--- src/design/pid_derivative_on_measurement_unit_defines.svh ---
// ----------------------------------------------------------------------------
// PID derivative-on-measurement unit: assertion macros
// Shared property forms for the block's concurrent checks.
// ----------------------------------------------------------------------------
`ifndef PID_DERIVATIVE_ON_MEASUREMENT_UNIT_DEFINES_SVH
`define PID_DERIVATIVE_ON_MEASUREMENT_UNIT_DEFINES_SVH

// same-cycle implication, clocked on clk, off during reset
`define PDM_ASSERT_IMP(lbl, ante, cons) \
  lbl: assert property (@(posedge clk) disable iff (!rst_n) (ante) |-> (cons)) \
    else $error("pdm assertion failed");

// next-cycle implication, clocked on clk, off during reset
`define PDM_ASSERT_NXT(lbl, ante, cons) \
  lbl: assert property (@(posedge clk) disable iff (!rst_n) (ante) |=> (cons)) \
    else $error("pdm assertion failed");

`endif

--- src/design/pdm_pkg.sv ---
// ----------------------------------------------------------------------------
// PID derivative-on-measurement package
// Widths, sequencer states, register indexes and saturation helpers.
// ----------------------------------------------------------------------------
`default_nettype none

package pdm_pkg;

  localparam int DataW  = 32;
  localparam int FracW  = 16;
  localparam int ProdW  = 2 * DataW;
  localparam int ProdHiW = ProdW - FracW;
  localparam int SumW   = 50;
  localparam int QuoW   = DataW + 1 + FracW;
  localparam int DenW   = DataW - 1;
  localparam int CfgIdxW = 3;

  typedef enum logic [3:0] {
    ST_IDLE,
    ST_ERR,
    ST_MUL_E,
    ST_ACC,
    ST_DIV,
    ST_MUL_P,
    ST_MUL_I,
    ST_MUL_D,
    ST_SUM,
    ST_DONE
  } pdm_state_t;

  typedef enum logic [CfgIdxW-1:0] {
    CFG_GAIN_P,
    CFG_GAIN_I,
    CFG_GAIN_D,
    CFG_DRIVE_LOW,
    CFG_DRIVE_HIGH,
    CFG_ACCUM_LOW,
    CFG_ACCUM_HIGH
  } pdm_cfg_idx_t;

  typedef struct packed {
    logic                     start;
    logic signed [DataW:0]    num;
    logic        [DenW-1:0]   den;
  } pdm_div_req_t;

  function automatic logic signed [DataW-1:0] sat_sum(input logic signed [SumW-1:0] v);
    logic [SumW-DataW:0] top;
    logic signed [DataW-1:0] res;
    top = v[SumW-1:DataW-1];
    if (top == '0 || top == '1) begin
      res = v[DataW-1:0];
    end else if (v[SumW-1]) begin
      res = {1'b1, {(DataW-1){1'b0}}};
    end else begin
      res = {1'b0, {(DataW-1){1'b1}}};
    end
    return res;
  endfunction

  function automatic logic signed [DataW-1:0] clamp_pair(input logic signed [DataW-1:0] v,
                                                         input logic signed [DataW-1:0] a,
                                                         input logic signed [DataW-1:0] b);
    logic signed [DataW-1:0] lo;
    logic signed [DataW-1:0] hi;
    logic signed [DataW-1:0] res;
    lo = (a <= b) ? a : b;
    hi = (a <= b) ? b : a;
    if (v < lo) begin
      res = lo;
    end else if (v > hi) begin
      res = hi;
    end else begin
      res = v;
    end
    return res;
  endfunction

endpackage

`default_nettype wire

--- src/design/pdm_mul.sv ---
// ----------------------------------------------------------------------------
// PDM shared multiplier
// Signed 32x32 multiply with a registered 64-bit product.
// ----------------------------------------------------------------------------
`default_nettype none

module pdm_mul
  import pdm_pkg::*;
(
  input  wire logic                    clk,
  input  wire logic signed [DataW-1:0] op_a,
  input  wire logic signed [DataW-1:0] op_b,
  output logic signed [ProdW-1:0]      prod
);

  logic signed [ProdW-1:0] prod_r;

  always_ff @(posedge clk) begin
    prod_r <= op_a * op_b;
  end

  assign prod = prod_r;

endmodule

`default_nettype wire

--- config.mk ---
export PLATFORM = sky130hd
export DESIGN_NAME = pdm_mul
export DESIGN_NICKNAME = d
export VERILOG_FILES = /design/src/design/pid_derivative_on_measurement_unit_defines.svh /design/src/design/pdm_pkg.sv /design/src/design/pdm_mul.sv
export SDC_FILE = /design/constraint.sdc
export NUM_CORES = 2
export LEC_CHECK = 0
export ABC_AREA = 1
export ABC_CLOCK_PERIOD_IN_PS = 10700
export BUFFER_PORTS_ARGS = -buffer_cell sky130_fd_sc_hd__buf_2
export CORE_ASPECT_RATIO = 2
export CORE_MARGIN = 10
export CORE_UTILIZATION = 33
export DETAILED_ROUTE_END_ITERATION = 10
export SLEW_MARGIN = 10
export SYNTH_ARGS = -nofsm -noshare
export SYNTH_HDL_FRONTEND = slang
export SYNTH_SLANG_ARGS = --single-unit
--- constraint.sdc ---
create_clock -name clk -period 10.7 [get_ports clk]
set_clock_uncertainty 0.1 [all_clocks]
set_input_delay 1.07 -clock clk [delete_from_list [all_inputs] [get_ports clk]]
set_output_delay 1.07 -clock clk [all_outputs]
set_load 0.02 [all_outputs]
==> metrics.cfg <==
[global_route]
top_usage_layer = met2
met3_usage_pct = 1.903
use_met2_pct = 39.48
grt_max_degree = 33
grt_use_met1_pct = 18.10
grt_pass1_vias = 35560
grt_usage_pct = 20.07
grt_pass1_wl_um = 205200
antenna_found_initial = 16
overflow = 0

[final_layout]
largest_reg_flops = 64
syn_to_final_growth_pct = 5.897
fin_nets = 6421
final_common_cell = inv_1
final_cell_mix = 1,692 x inv_1, 1,504 x nand2_1, 1,082 x fa_1
final_util_pct = 35.07
drive_gt1_share_pct = 4.809
fill_cells = 12848

[placement]
io_buffers = 128
dpl.hpwl_um = 117300
place.gp.congestion = 0.9827
pre_cts_slack_ns = 1.428

[sta]
finalWorstSetupSlack_ns = 1.783
hold_slack_ns = 1.210
hold_viol = 0
finalSetupTns_ns = 0
setup_viol = 0
worst_pin_slew_ns = 1.055
rsz0062_at_grt = false
slew_headroom_pct = 29.69
clock.fmax_mhz = 112.1
post-route-period-util_pct = 83.34
min_period_ns = 8.917
maxSlewViolCount = 0

[detailed_routing]
post-route-drc-count = 0
route.vias.total = 31363
drt_iter0_markers = 1696
drtAntennaViolNets = 0
drt-vias-per-instance = 4.713
drt_pass1_iterations = 7
wl_um = 134500
wl_per_cell_um = 20.22

[flow_run]
maxCapViolCount = 0

[clock_tree]
htreeDepth = 3
post_cts_buffers = 0
postCtsHoldBufs = 0
clock_tree.buffer_depth = 2
cts_buffers = 9
clk_pin_slew_ns = 0.08
ctsResizeCount = 0
root_buffer = clkbuf_16
cts_tree = built
cts.sinks = 64

[run_status]
outcome = finished clean

[die]
die-area_um2 = 137000
std_cell_rows = 181
design.core.area_um2 = 121400
die_width_um = 266.8
die_h_um = 513.6
io_pins = 129
initial_core_util_pct = 33.12

[synthesis]
synth-simple-area-share_pct = 17.55
ys_ff_latch = 64
synth_cell_type_count = 27
synth_top_family_by_area = adder cells
syn_inst = 5124
synth-async-reset-ratio_pct = 0
post_synth_fa_ha_maj_area_fraction_pct = 59.60
synth_compound_area_share_pct = 1.260
avgSynthCellArea_um2 = 7.846
synth-main-ff-cell = dfxtp_1
synth_seq_area_share_pct = 3.187
synth_enable_flop_cells = 0
syn_nets = 6455
netlist_area_um2 = 40200
synth_mux_area_share_pct = 0
synth-xor-area-share_pct = 0.7407
yosysWarningCount = 0

[critical_path]
critical-path-max-stage-delay_ns = 0.99
cp_common_cell = fa_1
cp_top_family = adder cells
cp_slowest_cell = fa_1
end_kind = flip-flop
cp_num_buf_inv = 7
crit_arrival_ns = 9.12
path_class = in -> reg
critPathRequiredTime_ns = 10.90
crit_path_start_kind = input port
critPathMaxFanout = 32

[hold_path]
hold_path_class = in -> reg

## kinds of logic after synthesis
logic type / Yosys count
AOI/OAI and AO/OA: 95
xor gates and xnor gates: 34
adders and majority gates: 1266
buffers and inverters: 1892
DFF: 64
and+or+nand+nor: 1773
## cell type report
cell class	count	area (um2)	share of cell area, %
clock inverters	7	127.6	0.2998
inverters	1700	6381	14.99
well taps	1555	1946	4.570
clock buffers	9	225.2	0.5290
flip-flops and latches	64	1281	3.009
multi-input cells	3168	31820	74.74
diodes	4	10.01	0.02351
repair buffers	147	783.3	1.840
## metrics by stage
step	instance area (um2)	std cells
2_1_floorplan	40200	5124
3_3_place_gp	42210	6634
3_5_place_dp	42210	6634
4_1_cts	42570	6650
5_1_grt	42570	6650
6_report	42580	6654
## worst min-delay path, cell delays in order
cell     delay [ns]
buf_2          0.15
buf_4          0.27
nand2_1        0.11
inv_1          0.03
## cells in the mapped netlist (13+ instances only)
library cell | instances | area (um2)
ha_1 | 184 | 2302
fa_1 | 1082 | 21660
nand2_2 | 21 | 131.4
o21ai_0 | 17 | 85.08
clkbuf_1 | 192 | 720.7
xor2_1 | 31 | 271.5
nand3_1 | 73 | 365.4
nor2_1 | 93 | 349.1
nand4_1 | 13 | 81.33
nor2_2 | 31 | 193.9
inv_1 | 1692 | 6351
nand2_1 | 1504 | 5645
dfxtp_1 | 64 | 1281
a21oi_1 | 62 | 310.3
## per-layer routing
metal	up-vias	part of all wire, %
met3	482	3.7
met5	-	0.040
met1	16007	30
met2	1009	57
li1	13857	-
met4	8	9.8
## path summary, 6_finish.rpt
path / end / slack [ns] / startpoint / cells after the start
setup / recovery: prod[57]$_DFF_P_ / 1.78 / op_b[2] / 26
hold / removal: prod[0]$_DFF_P_ / 1.21 / op_b[0] / 4
Power is left out: the tool's default activity adds up to more than one toggle a clock period on the data nets, which glitch-free logic cannot reach.
