[config.mk]
export PLATFORM = sky130hd
export DESIGN_NAME = pdm_div
export DESIGN_NICKNAME = d
export VERILOG_FILES = /design/src/design/pid_derivative_on_measurement_unit_defines.svh /design/src/design/pdm_pkg.sv /design/src/design/pdm_div.sv
export SDC_FILE = /design/constraint.sdc
export NUM_CORES = 1
export LEC_CHECK = 0
export ABC_AREA = 1
export BUFFER_PORTS_ARGS = -buffer_cell sky130_fd_sc_hd__buf_4
export CAP_MARGIN = 10
export CORE_UTILIZATION = 30
export CTS_BUF_LIST = sky130_fd_sc_hd__clkbuf_8
export DETAILED_ROUTE_END_ITERATION = 6
export SYNTH_ARGS = -nofsm -noshare
export SYNTH_HDL_FRONTEND = slang
export SYNTH_SLANG_ARGS = --single-unit
[constraint.sdc]
create_clock -name clk -period 3.6 [get_ports clk]
set_clock_uncertainty 0.2 [all_clocks]
set_input_delay 0.36 -clock clk [delete_from_list [all_inputs] [get_ports clk]]
set_output_delay 0.36 -clock clk [all_outputs]
set_load 0.1 [all_outputs]
[src/design/pid_derivative_on_measurement_unit_defines.svh]
// ----------------------------------------------------------------------------
// PID derivative-on-measurement unit: assertion macros
// Shared property forms for the block's concurrent checks.
// ----------------------------------------------------------------------------
`ifndef PID_DERIVATIVE_ON_MEASUREMENT_UNIT_DEFINES_SVH
`define PID_DERIVATIVE_ON_MEASUREMENT_UNIT_DEFINES_SVH

// same-cycle implication, clocked on clk, off during reset
`define PDM_ASSERT_IMP(lbl, ante, cons) \
  lbl: assert property (@(posedge clk) disable iff (!rst_n) (ante) |-> (cons)) \
    else $error("pdm assertion failed");

// next-cycle implication, clocked on clk, off during reset
`define PDM_ASSERT_NXT(lbl, ante, cons) \
  lbl: assert property (@(posedge clk) disable iff (!rst_n) (ante) |=> (cons)) \
    else $error("pdm assertion failed");

`endif

[src/design/pdm_pkg.sv]
// ----------------------------------------------------------------------------
// PID derivative-on-measurement package
// Widths, sequencer states, register indexes and saturation helpers.
// ----------------------------------------------------------------------------
`default_nettype none

package pdm_pkg;

  localparam int DataW  = 32;
  localparam int FracW  = 16;
  localparam int ProdW  = 2 * DataW;
  localparam int ProdHiW = ProdW - FracW;
  localparam int SumW   = 50;
  localparam int QuoW   = DataW + 1 + FracW;
  localparam int DenW   = DataW - 1;
  localparam int CfgIdxW = 3;

  typedef enum logic [3:0] {
    ST_IDLE,
    ST_ERR,
    ST_MUL_E,
    ST_ACC,
    ST_DIV,
    ST_MUL_P,
    ST_MUL_I,
    ST_MUL_D,
    ST_SUM,
    ST_DONE
  } pdm_state_t;

  typedef enum logic [CfgIdxW-1:0] {
    CFG_GAIN_P,
    CFG_GAIN_I,
    CFG_GAIN_D,
    CFG_DRIVE_LOW,
    CFG_DRIVE_HIGH,
    CFG_ACCUM_LOW,
    CFG_ACCUM_HIGH
  } pdm_cfg_idx_t;

  typedef struct packed {
    logic                     start;
    logic signed [DataW:0]    num;
    logic        [DenW-1:0]   den;
  } pdm_div_req_t;

  function automatic logic signed [DataW-1:0] sat_sum(input logic signed [SumW-1:0] v);
    logic [SumW-DataW:0] top;
    logic signed [DataW-1:0] res;
    top = v[SumW-1:DataW-1];
    if (top == '0 || top == '1) begin
      res = v[DataW-1:0];
    end else if (v[SumW-1]) begin
      res = {1'b1, {(DataW-1){1'b0}}};
    end else begin
      res = {1'b0, {(DataW-1){1'b1}}};
    end
    return res;
  endfunction

  function automatic logic signed [DataW-1:0] clamp_pair(input logic signed [DataW-1:0] v,
                                                         input logic signed [DataW-1:0] a,
                                                         input logic signed [DataW-1:0] b);
    logic signed [DataW-1:0] lo;
    logic signed [DataW-1:0] hi;
    logic signed [DataW-1:0] res;
    lo = (a <= b) ? a : b;
    hi = (a <= b) ? b : a;
    if (v < lo) begin
      res = lo;
    end else if (v > hi) begin
      res = hi;
    end else begin
      res = v;
    end
    return res;
  endfunction

endpackage

`default_nettype wire

[src/design/pdm_div.sv]
// ----------------------------------------------------------------------------
// PDM restoring divider
// Signed Q16.16 quotient of a measurement change by a positive time step,
// one quotient bit per cycle, truncated toward zero and saturated.
// ----------------------------------------------------------------------------
`default_nettype none

module pdm_div
  import pdm_pkg::*;
(
  input  wire logic                    clk,
  input  wire logic                    rst_n,
  input  wire pdm_div_req_t            req,
  output logic                         done,
  output logic signed [DataW-1:0]      quot
);

  localparam int CntW = $clog2(QuoW + 1);

  logic                busy_r, busy_nxt;
  logic                done_r, done_nxt;
  logic [CntW-1:0]     cnt_r, cnt_nxt;
  logic [DenW-1:0]     rem_r, rem_nxt;
  logic [DenW-1:0]     den_r, den_nxt;
  logic [QuoW-1:0]     quo_r, quo_nxt;
  logic                neg_r, neg_nxt;

  logic [DataW:0]      mag;
  logic [DataW-1:0]    trial;
  logic [DataW-1:0]    diff;
  logic                ge;
  logic signed [SumW-1:0] sval;

  always_ff @(posedge clk) begin
    if (!rst_n) begin
      busy_r <= 1'b0;
      done_r <= 1'b0;
      cnt_r  <= '0;
    end else begin
      busy_r <= busy_nxt;
      done_r <= done_nxt;
      cnt_r  <= cnt_nxt;
    end
  end

  always_ff @(posedge clk) begin
    rem_r <= rem_nxt;
    den_r <= den_nxt;
    quo_r <= quo_nxt;
    neg_r <= neg_nxt;
  end

  always_comb begin
    mag   = req.num[DataW] ? (~req.num + 1'b1) : req.num;
    trial = {rem_r, quo_r[QuoW-1]};
    ge    = trial >= {1'b0, den_r};
    diff  = trial - {1'b0, den_r};

    busy_nxt = busy_r;
    done_nxt = 1'b0;
    cnt_nxt  = cnt_r;
    rem_nxt  = rem_r;
    den_nxt  = den_r;
    quo_nxt  = quo_r;
    neg_nxt  = neg_r;

    if (req.start) begin
      busy_nxt = 1'b1;
      cnt_nxt  = '0;
      rem_nxt  = '0;
      den_nxt  = req.den;
      quo_nxt  = {mag, {FracW{1'b0}}};
      neg_nxt  = req.num[DataW];
    end else if (busy_r) begin
      rem_nxt = ge ? diff[DenW-1:0] : trial[DenW-1:0];
      quo_nxt = {quo_r[QuoW-2:0], ge};
      cnt_nxt = cnt_r + 1'b1;
      if (cnt_r == CntW'(QuoW - 1)) begin
        busy_nxt = 1'b0;
        done_nxt = 1'b1;
      end
    end
  end

  assign sval = neg_r ? -$signed({1'b0, quo_r}) : $signed({1'b0, quo_r});
  assign quot = sat_sum(sval);
  assign done = done_r;

endmodule

`default_nettype wire

==> results.json, run 1 <==
{
  "first_iter_violations": 750,
  "syn_inst": 1447,
  "cp.arrival_ns": 3.00,
  "tritoncts": "done",
  "netlist_area_um2": 9463,
  "ys.flop_type": "edfxtp_1",
  "num_io_pins": 100,
  "irDropWorstVdd_uv": 243.4,
  "layout.nets": 1724,
  "grt_first_pass_wirelength_um": 47520,
  "relSlewSlack": 0.5597,
  "max_stage_delay_ns": 0.48,
  "cpLargestDelayFamily": "simple AND/OR/NAND/NOR gates",
  "yosysWarnings": 0,
  "fp.coreArea_um2": 30830,
  "place_area_um2": 10680,
  "final_core_util": 0.4099,
  "cap_violations": 0,
  "syn_area_per_cell_um2": 6.540,
  "synth_edf_count": 65,
  "synth_seq_cells": 120,
  "wl_per_cell_um": 15.09,
  "rsz0062_at_grt": "true",
  "finalHoldViolations": 0,
  "layout-drive-gt1-share": 0.2069,
  "post-synth-top-area-fraction": 0.2063,
  "num_rows": 64,
  "portBuffers": 99,
  "tightest_slew_ns": 0.6564,
  "clockRootBuffer": "clkbuf_8",
  "grt_max_degree": 45,
  "required_ns": 3.04,
  "ant_nets": 0,
  "violations": "design-rule violations",
  "yosysTopAreaCell": "edfxtp_1",
  "drc": 12,
  "synthMuxAreaShare": 0,
  "fmax_mhz": 281.3,
  "timing.hold.ws_ns": 0.08540,
  "clk_pin_slew_ns": 0.08,
  "viasPerCell": 4.833,
  "hp-class": "in2reg",
  "yosysSeqAreaShare": 0.3226,
  "clk_latency_ns": 0.45,
  "critPathSlowestCell": "edfxtp_1",
  "synthSimpleGateAreaFrac": 0.3693,
  "syn_nets": 1550,
  "crit_top_cell": "nand2_1",
  "grt-ovfl-total": 0,
  "antenna_cells": 0,
  "start_util": 0.3069,
  "die-area_um2": 32260,
  "h-tree-depth": 4,
  "pwr_density_cell_nw_per_um2": 341.1,
  "cts.sinks": 120,
  "synth.distinct_cells": 50,
  "synth_top_family_by_area": "simple AND/OR/NAND/NOR gates",
  "critPathCaptureType": "output port",
  "slew_viol_final": 0,
  "synth_xor_area_frac": 0.04443,
  "grt_antenna_before_repair": 0,
  "ys_top_cells_by_area": "edfxtp_1, nand2_1, dfxtp_1",
  "first_pass_iters": 7,
  "area_delta_synth_final_pct": 33.53,
  "path_cells": "buf_4 > buf_12 > nand2_2 > nand4_4 > nor2_4 > nand2_1 > nand2_1 > nand2_1 > nor2_1 > nand2_1 > nor2_1 > nand3_2 > nand2_4 > clkbuf_16 > nand2_1 > nand2_2 > buf_12",
  "numCtsBuffers": 17,
  "async_flop_share": 0,
  "synth_most_common_cell": "nand2_1",
  "first_global_vias": 9184,
  "finalSetupViolations": 0,
  "vias": 9812,
  "synth_compound_area_frac": 0.1275,
  "worstPathMaxFanout": 35,
  "post-route-period-util": 0.9876,
  "cts_buffer_depth": 2,
  "synthAdderAreaFrac": 0.04839,
  "grt_usage": 0.1843,
  "wl_um": 30630,
  "crit_type": "reg2out",
  "synth_common_cells": "nand2_1, nor2_1, inv_1",
  "outcome": "finished with violations",
  "gp_congestion": 0.9289,
  "p_leak_nw": 5.864,
  "dieHeight_um": 179.6,
  "dpl.hpwl_um": 23270,
  "die_w_um": 179.6,
  "worst_setup_path_start_kind": "flip-flop",
  "fin_area_um2": 12640,
  "min_period_ns": 3.555,
  "critical_path_buf_inv_count": 4
}
==> cell families after synthesis <==
family / count (synthesis)
buffers and inverters: 208
adders and majority gates: 36
AOI/OAI and AO/OA: 210
DFF: 120
xor gates and xnor gates: 48
and+or+nand+nor: 825
==> final timing paths <==
kind                                       startpoint                      to  slack (ns)  depth (start not counted)
worst max-delay path                  neg_r$_DFFE_PP_                quot[18]        0.04                         17
worst max register to register    quo_r[48]$_DFFE_PP_  rem_r[21]$_SDFFE_PP0P_        0.43                         15
worst min register to register  rem_r[3]$_SDFFE_PP0P_   rem_r[3]$_SDFFE_PP0P_        0.27                          2
worst min-delay path                          req[53]     quo_r[38]$_DFFE_PP_        0.09                          3
==> cell usage in the layout, fill, tap and decap left out, types with 11 or more instances in the layout <==
cell type / instances
a21oi_1: 65
clkbuf_8: 19
dfxtp_1: 53
edfxtp_1: 65
nor2_1: 143
o21ai_0: 73
ha_1: 34
inv_1: 157
nand2_1: 430
xor2_1: 34
dlygate4sd3_1: 32
nand3_1: 71
inv_2: 11
nor2_4: 13
buf_12: 33
nor2_2: 43
nor3_1: 20
buf_4: 120
xnor2_1: 14
o22ai_1: 28
nand2_2: 43
nand4_1: 21
==> report_power, final <==
part / internal, mW / total (mW) / leakage, nW / switching [mW]
logic: 0.425 / 1.16 / 4.51 / 0.732
registers: 1.53 / 1.60 / 1.10 / 0.0695
clock network: 0.942 / 1.56 / 0.252 / 0.614
==> worst min-delay path, cell delays in order <==
cell and delay (ns):
buf_4 0.10, a21oi_1 0.04, o22ai_1 0.11
==> sequential cells by signal, indices dropped and copies added (netlist names) <==
signal	cells
rem_r	31
quo_r	49
neg_r	1
done	1
busy_r	1
cnt_r	6
den_r	31
==> layout make-up <==
class / instances / area, um^2
well taps: 396 / 495.5
fillers: 3190 / 18190
multi-input cells: 1119 / 5942
inverters: 172 / 648.1
clock inverters: 13 / 239.0
repair buffers: 191 / 1994
clock buffers: 19 / 261.5
flip-flops and latches: 120 / 3055
==> stage by stage <==
step | std cells | TNS [ns] | setup WS (ns) | power, mW
2_1_floorplan | 1447 | 0 | 0.1522 | 2.253
3_3_place_gp | 1921 | 0 | 0.1950 | 2.558
3_5_place_dp | 1921 | 0 | 0.2098 | 2.560
4_1_cts | 1994 | -0.01343 | -0.01343 | 4.191
5_1_grt | 2030 | -3.341 | -0.1491 | 4.496
6_report | 2030 | 0 | 0.04453 | 4.310
==> repair_timing <==
item,4_1_cts,5_1_grt
pin swaps,5,24
hold buffers,32,0
endpoints found under the setup margin,31,53
buffers inserted,9,31
endpoints found under the hold margin,33,0
gates cloned,0,5
gates resized for setup,48,155
==> routing by layer <==
metal  GRT usage  part of all wire  vias up
li1            -                 -     5053
met1      0.2322              0.44     4499
met2      0.3322              0.50      226
met3     0.02310             0.031       34
met4     0.04414             0.020        0
met5           0                 0        -
No activity file was read; power rests on OpenSTA's default activity.
==> inputs of run 2 (changes only) <==
BUFFER_PORTS_ARGS = -buffer_cell sky130_fd_sc_hd__buf_2   (was -buffer_cell sky130_fd_sc_hd__buf_4)
CTS_BUF_LIST = default   (was sky130_fd_sc_hd__clkbuf_8)
RECOVER_POWER = 25   (was default)
==> run 2 against run 1 <==
  * The run ends with design-rule violations, max-capacitance violations, max-slew violations left
  * Total power is 1.1% higher
  * Sequential share of layout area is 0.76 points higher
  * Combinational power is 6% lower
  * Setup slack worse by 0.0093 ns
  * Clock power is 7% higher
  * Worst hold slack worse by 0.056 ns
  * Largest power group is now the clock network
  * Highest routed layer unchanged
==> results.json, run 2 (synthesized netlist as in run 1, its figures left out) <==
{
  "outcome": "finished with violations",
  "violations": "design-rule violations, max-capacitance violations, max-slew violations",
  "crit_type": "reg2out",
  "required_ns": 3.04,
  "irDropWorstVdd_uv": 279.4,
  "slew_viol_final": 35,
  "post-route-period-util": 0.9902,
  "worstPathMaxFanout": 8,
  "sw_frac_of_total": 0.3510,
  "portBuffers": 99,
  "crit_top_cell": "nand2_1",
  "critPathCaptureType": "output port",
  "dieHeight_um": 179.6,
  "grt-ovfl-total": 0,
  "num_rows": 64,
  "clk_latency_ns": 0.42,
  "vias": 9845,
  "pwr_density_cell_nw_per_um2": 355.7,
  "setup_tns_ns": 0,
  "largest_reg_flops": 49,
  "p_int_mw": 2.827,
  "finalSetupViolations": 0,
  "cts_buffer_depth": 2,
  "rrSetupSlack_ns": 0.46,
  "hp-class": "in2reg",
  "worst_setup_path_start_kind": "flip-flop",
  "cap_violations": 1,
  "cpLargestDelayFamily": "simple AND/OR/NAND/NOR gates",
  "top_register": "quo_r",
  "placedCellCount": 1924,
  "grt_antenna_before_repair": 0,
  "cp.arrival_ns": 3.00,
  "critPathSlowestCell": "edfxtp_1",
  "first_global_vias": 9239,
  "first_iter_violations": 689,
  "clk_pin_slew_ns": 0.07,
  "drc": 12,
  "cts.sinks": 120,
  "wl_um": 30370,
  "area_delta_synth_final_pct": 29.43,
  "rsz0062_at_grt": "true",
  "die-area_um2": 32260,
  "layout_common_cells": "nand2_1, inv_1, nor2_1",
  "num_io_pins": 100,
  "tritoncts": "done",
  "grt_max_degree": 51,
  "min_period_ns": 3.565,
  "wl_per_cell_um": 15.07,
  "relSlewSlack": -0.1850,
  "viasPerCell": 4.886,
  "power.switching_mw": 1.529,
  "first_pass_iters": 7,
  "final_cells": 2015,
  "layout_commonest_cell": "nand2_1",
  "top_regs": "quo_r x49, den_r x31, rem_r x31",
  "start_util": 0.3069,
  "grt_first_pass_wirelength_um": 47610,
  "fp.coreArea_um2": 30830,
  "grt_usage": 0.1851,
  "critical_path_buf_inv_count": 2,
  "h-tree-depth": 4,
  "numCtsBuffers": 17,
  "finalHoldViolations": 0,
  "path_cells": "nor2_1 > nand2_1 > nor2_1 > nand2_1 > nor2_2 > nand3_1 > nand2_1 > nand2_1 > nand2_1 > nand3_2 > nor2_2 > nand3_2 > nand2_4 > clkbuf_16 > nand2_1 > nand2_1 > buf_12",
  "max_stage_delay_ns": 0.50,
  "fmax_mhz": 280.5,
  "dpl.hpwl_um": 23750,
  "p_total_mw": 4.357,
  "pwr-share-seq": 0.367,
  "ant_nets": 0,
  "p_clk_frac": 0.383,
  "die_w_um": 179.6,
  "p_comb_frac": 0.250,
  "tightest_slew_ns": 1.777,
  "clockRootBuffer": "clkbuf_16",
  "fin_area_um2": 12250,
  "p_leak_nw": 5.693,
  "layout-drive-gt1-share": 0.1743,
  "place_area_um2": 10900,
  "gp_congestion": 0.9845,
  "layout.nets": 1708
}
run 2: what timing repair did:
action	in CTS	in global routing
setup endpoints to repair	31	31
hold buffers	31	0
endpoints found under the hold margin	31	0
pin swaps	4	29
gates cloned	0	3
resized for setup	8	62
buffers inserted	6	18
run 2: layer usage:
metal | share of wire | track usage | up-vias
met5 | 0 | 0 | -
met4 | 0.026 | 0.06000 | 0
met3 | 0.040 | 0.02451 | 51
met2 | 0.49 | 0.3256 | 294
met1 | 0.45 | 0.2332 | 4469
li1 | - | - | 5031
run 2: metrics by stage:
| stage | hold slack [ns] | setup WS (ns) | util |
|---|---|---|---|
| 3_3_place_gp | 0.2586 | 0.2287 | 0.3537 |
| 3_5_place_dp | 0.2616 | 0.2711 | 0.3537 |
| 4_1_cts | 0.01217 | 0.003117 | 0.3852 |
| 6_report | 0.02932 | 0.03527 | 0.3973 |
| 5_1_grt | 0.01894 | -0.09712 | 0.3972 |
| 2_1_floorplan | 0.2436 | 0.1522 | - |
run 2: worst paths after layout:
check,start,end,cells past startpoint
hold reg to reg,rem_r[3]$_SDFFE_PP0P_,rem_r[3]$_SDFFE_PP0P_,2
setup / recovery,quo_r[30]$_DFFE_PP_,quot[27],17
hold / removal,rst_n,busy_r$_SDFF_PN0_,2
setup reg to reg,quo_r[48]$_DFFE_PP_,rem_r[27]$_SDFFE_PP0P_,15
run 2: cell type report:
cell class                      count  area, um^2
Fill cell                        3211       18580
Multi-Input combinational cell   1119        5799
Sequential cell                   120        3054
Timing Repair Buffer              175        1674
Inverter                          172       650.6
Tap cell                          396       495.5
Clock buffer                       17       425.4
Clock inverter                     15       146.4
Antenna cell                        1       2.502
run 2: power by group through the flow:
stage / sequential, mW / clock (mW) / combinational (mW)
after floorplan: 1.59 / 0 / 0.658
after global placement: 1.62 / 0 / 0.998
after detailed placement: 1.63 / 0 / 0.999
after CTS: 1.59 / 1.71 / 1.04
after global routing: 1.60 / 1.77 / 1.17
final: 1.60 / 1.67 / 1.09
==> inputs of run 3 (changes only) <==
SETUP_SLACK_MARGIN = 0.1   (was default)
==> run 3 against run 2 <==
  * The flow finishes with violations (max-capacitance violations, max-slew violations)
  * Critical path depth grew 4
  * Non-clock buffer count grew 23
  * Clock power is essentially flat
  * Register-to-register slack about the same
  * Largest power group unchanged
==> results.json, run 3 (synthesized netlist as in run 1, its figures left out) <==
{
  "layout-drive-gt1-share": 0.2072,
  "place_ws_ns": 0.2711,
  "r2r_end": "rem_r[27]$_SDFFE_PP0P_",
  "rrSetupSlack_ns": 0.45,
  "reg2reg_depth": 15,
  "finalHoldViolations": 0,
  "tritoncts": "done",
  "drc": 0,
  "placedCellCount": 1924,
  "clk_latency_ns": 0.42,
  "relSlewSlack": -0.2096,
  "grt_antenna_before_repair": 0,
  "pwr_density_cell_nw_per_um2": 348.9,
  "outcome": "finished with violations",
  "hp-class": "in2reg",
  "worstHoldStart": "rst_n",
  "final_cells": 2037,
  "first_iter_violations": 828,
  "grt_max_degree": 51,
  "post-route-period-util": 0.9829,
  "finalSetupViolations": 0,
  "top_register": "quo_r",
  "fp.coreArea_um2": 30830,
  "num_rows": 64,
  "ant_nets": 0,
  "clk_pin_slew_ns": 0.07,
  "first_pass_iters": 7,
  "gp_congestion": 0.9845,
  "grt.busiest_layer": "met2",
  "crit_top_cell": "nand2_1",
  "p_clk_frac": 0.379,
  "clockRootBuffer": "clkbuf_16",
  "grt_usage": 0.1887,
  "grt_first_pass_wirelength_um": 48520,
  "sw_frac_of_total": 0.3523,
  "largest_reg_flops": 49,
  "wl_per_cell_um": 15.19,
  "antenna_cells": 0,
  "grt-ovfl-total": 0,
  "worst_setup_path_start_kind": "flip-flop",
  "p_comb_frac": 0.261,
  "die-area_um2": 32260,
  "viasPerCell": 4.915,
  "hold_end": "busy_r$_SDFF_PN0_",
  "rr_startpoint": "quo_r[48]$_DFFE_PP_",
  "fillCellCount": 3177,
  "dieHeight_um": 179.6,
  "cp.arrival_ns": 2.98,
  "wl_um": 30940,
  "irDropWorstVdd_uv": 278.2,
  "layout_common_cells": "nand2_1, inv_1, nor2_1",
  "critPathCaptureType": "output port",
  "hold_depth": 2,
  "portBuffers": 99,
  "h-tree-depth": 4,
  "worstPathMaxFanout": 7,
  "final_core_util": 0.4101,
  "p_total_mw": 4.412,
  "layout_commonest_cell": "nand2_1",
  "p_int_mw": 2.858,
  "numCtsBuffers": 17,
  "crit_type": "reg2out",
  "start_util": 0.3069,
  "gr-usage-met2": 0.3325,
  "dpl.hpwl_um": 23750,
  "fmax_mhz": 282.6,
  "slew_viol_final": 35,
  "violations": "max-capacitance violations, max-slew violations",
  "cap_violations": 1,
  "regArea_um2": 3057,
  "die_w_um": 179.6,
  "cts.sinks": 120,
  "cts_buffer_depth": 2,
  "pwr-share-seq": 0.360,
  "grt.met1_usage": 0.2348,
  "required_ns": 3.04,
  "multi_input_area_um2": 5954,
  "path_cells": "buf_6 > nor2_2 > nand2_1 > nor2_2 > nand2_1 > nor2_1 > nand2_1 > nand2_1 > nand2_1 > nand2_1 > inv_2 > nor2_1 > nand2_1 > nor2_1 > nand2_1 > nand2_2 > buf_6 > clkbuf_16 > nand2_1 > nand2_1 > buf_12",
  "setup_ws_ns": 0.06156,
  "first_global_vias": 9485,
  "power.switching_mw": 1.554,
  "p_leak_nw": 5.913,
  "vias": 10011,
  "min_period_ns": 3.538,
  "layout.nets": 1731,
  "critPathSlowestCell": "edfxtp_1",
  "grt_util_met3": 0.02330,
  "max_stage_delay_ns": 0.47,
  "num_io_pins": 100,
  "area_delta_synth_final_pct": 33.61,
  "top_regs": "quo_r x49, den_r x31, rem_r x31",
  "rsz0062_at_grt": "true",
  "tightest_slew_ns": 1.814
}
## run 3: routing by layer
layer	part of all wire	vias to the layer above
met5	0	-
met4	0.027	0
met3	0.039	47
met2	0.50	275
met1	0.44	4614
li1	-	5075
## run 3: layout make-up
class                      instances  share of cell area
sequential                       120              0.2418
clock buffer                      17             0.03365
tap                              396             0.03919
timing repair buffer             198              0.1514
clock inverter                    15             0.01158
inverter                         172             0.05146
multi-input combinational       1119              0.4710
## run 3: worst max-delay path by stage
stage                                     start  endpoint  slack, ns  depth (start not counted)
final                       quo_r[34]$_DFFE_PP_   quot[5]       0.06                         21
after global routing      quo_r[0]$_SDFFE_PP0P_   quot[5]      -0.12                         19
after CTS                 quo_r[0]$_SDFFE_PP0P_  quot[14]       0.08                         19
after detailed placement        neg_r$_DFFE_PP_   quot[0]       0.27                         15
after global placement          neg_r$_DFFE_PP_   quot[0]       0.23                         15
after floorplan             quo_r[33]$_DFFE_PP_   quot[1]       0.15                         15
## run 3: power by group through the flow
| stage | registers (mW) | clock network, mW | logic, mW |
|---|---|---|---|
| 3_3_place_gp | 1.62 | 0 | 0.998 |
| 5_1_grt | 1.60 | 1.77 | 1.24 |
| 4_1_cts | 1.59 | 1.71 | 1.11 |
| 6_report | 1.59 | 1.67 | 1.15 |
| 2_1_floorplan | 1.59 | 0 | 0.658 |
| 3_5_place_dp | 1.63 | 0 | 0.999 |
## run 3: stage by stage
stage / TNS [ns] / hold slack (ns) / instance area [um^2]
finish: 0 / 0.03218 / 12640
global route: -2.878 / 0.01894 / 12640
CTS: 0 / 0.01217 / 12310
detailed placement: 0 / 0.2616 / 10900
global placement: 0 / 0.2586 / 10900
floorplan: 0 / 0.2436 / 9463
## run 3: worst max-delay path, delay by kind of cell, from the launching register on
| kind | cells | cell delay, ns |
|---|---|---|
| and+or+nand+nor | 16 | 1.43 |
| buffers and inverters | 5 | 0.68 |
| DFF | 1 | 0.47 |
## run 3: timing repair
| item | in CTS | in global routing |
|---|---|---|
| setup endpoints to repair | 31 | 31 |
| pin swaps | 16 | 21 |
| buffers inserted | 38 | 8 |
| gates cloned | 1 | 3 |
| endpoints found under the hold margin | 31 | 0 |
| gates resized for setup | 51 | 72 |
| hold buffers | 31 | 0 |
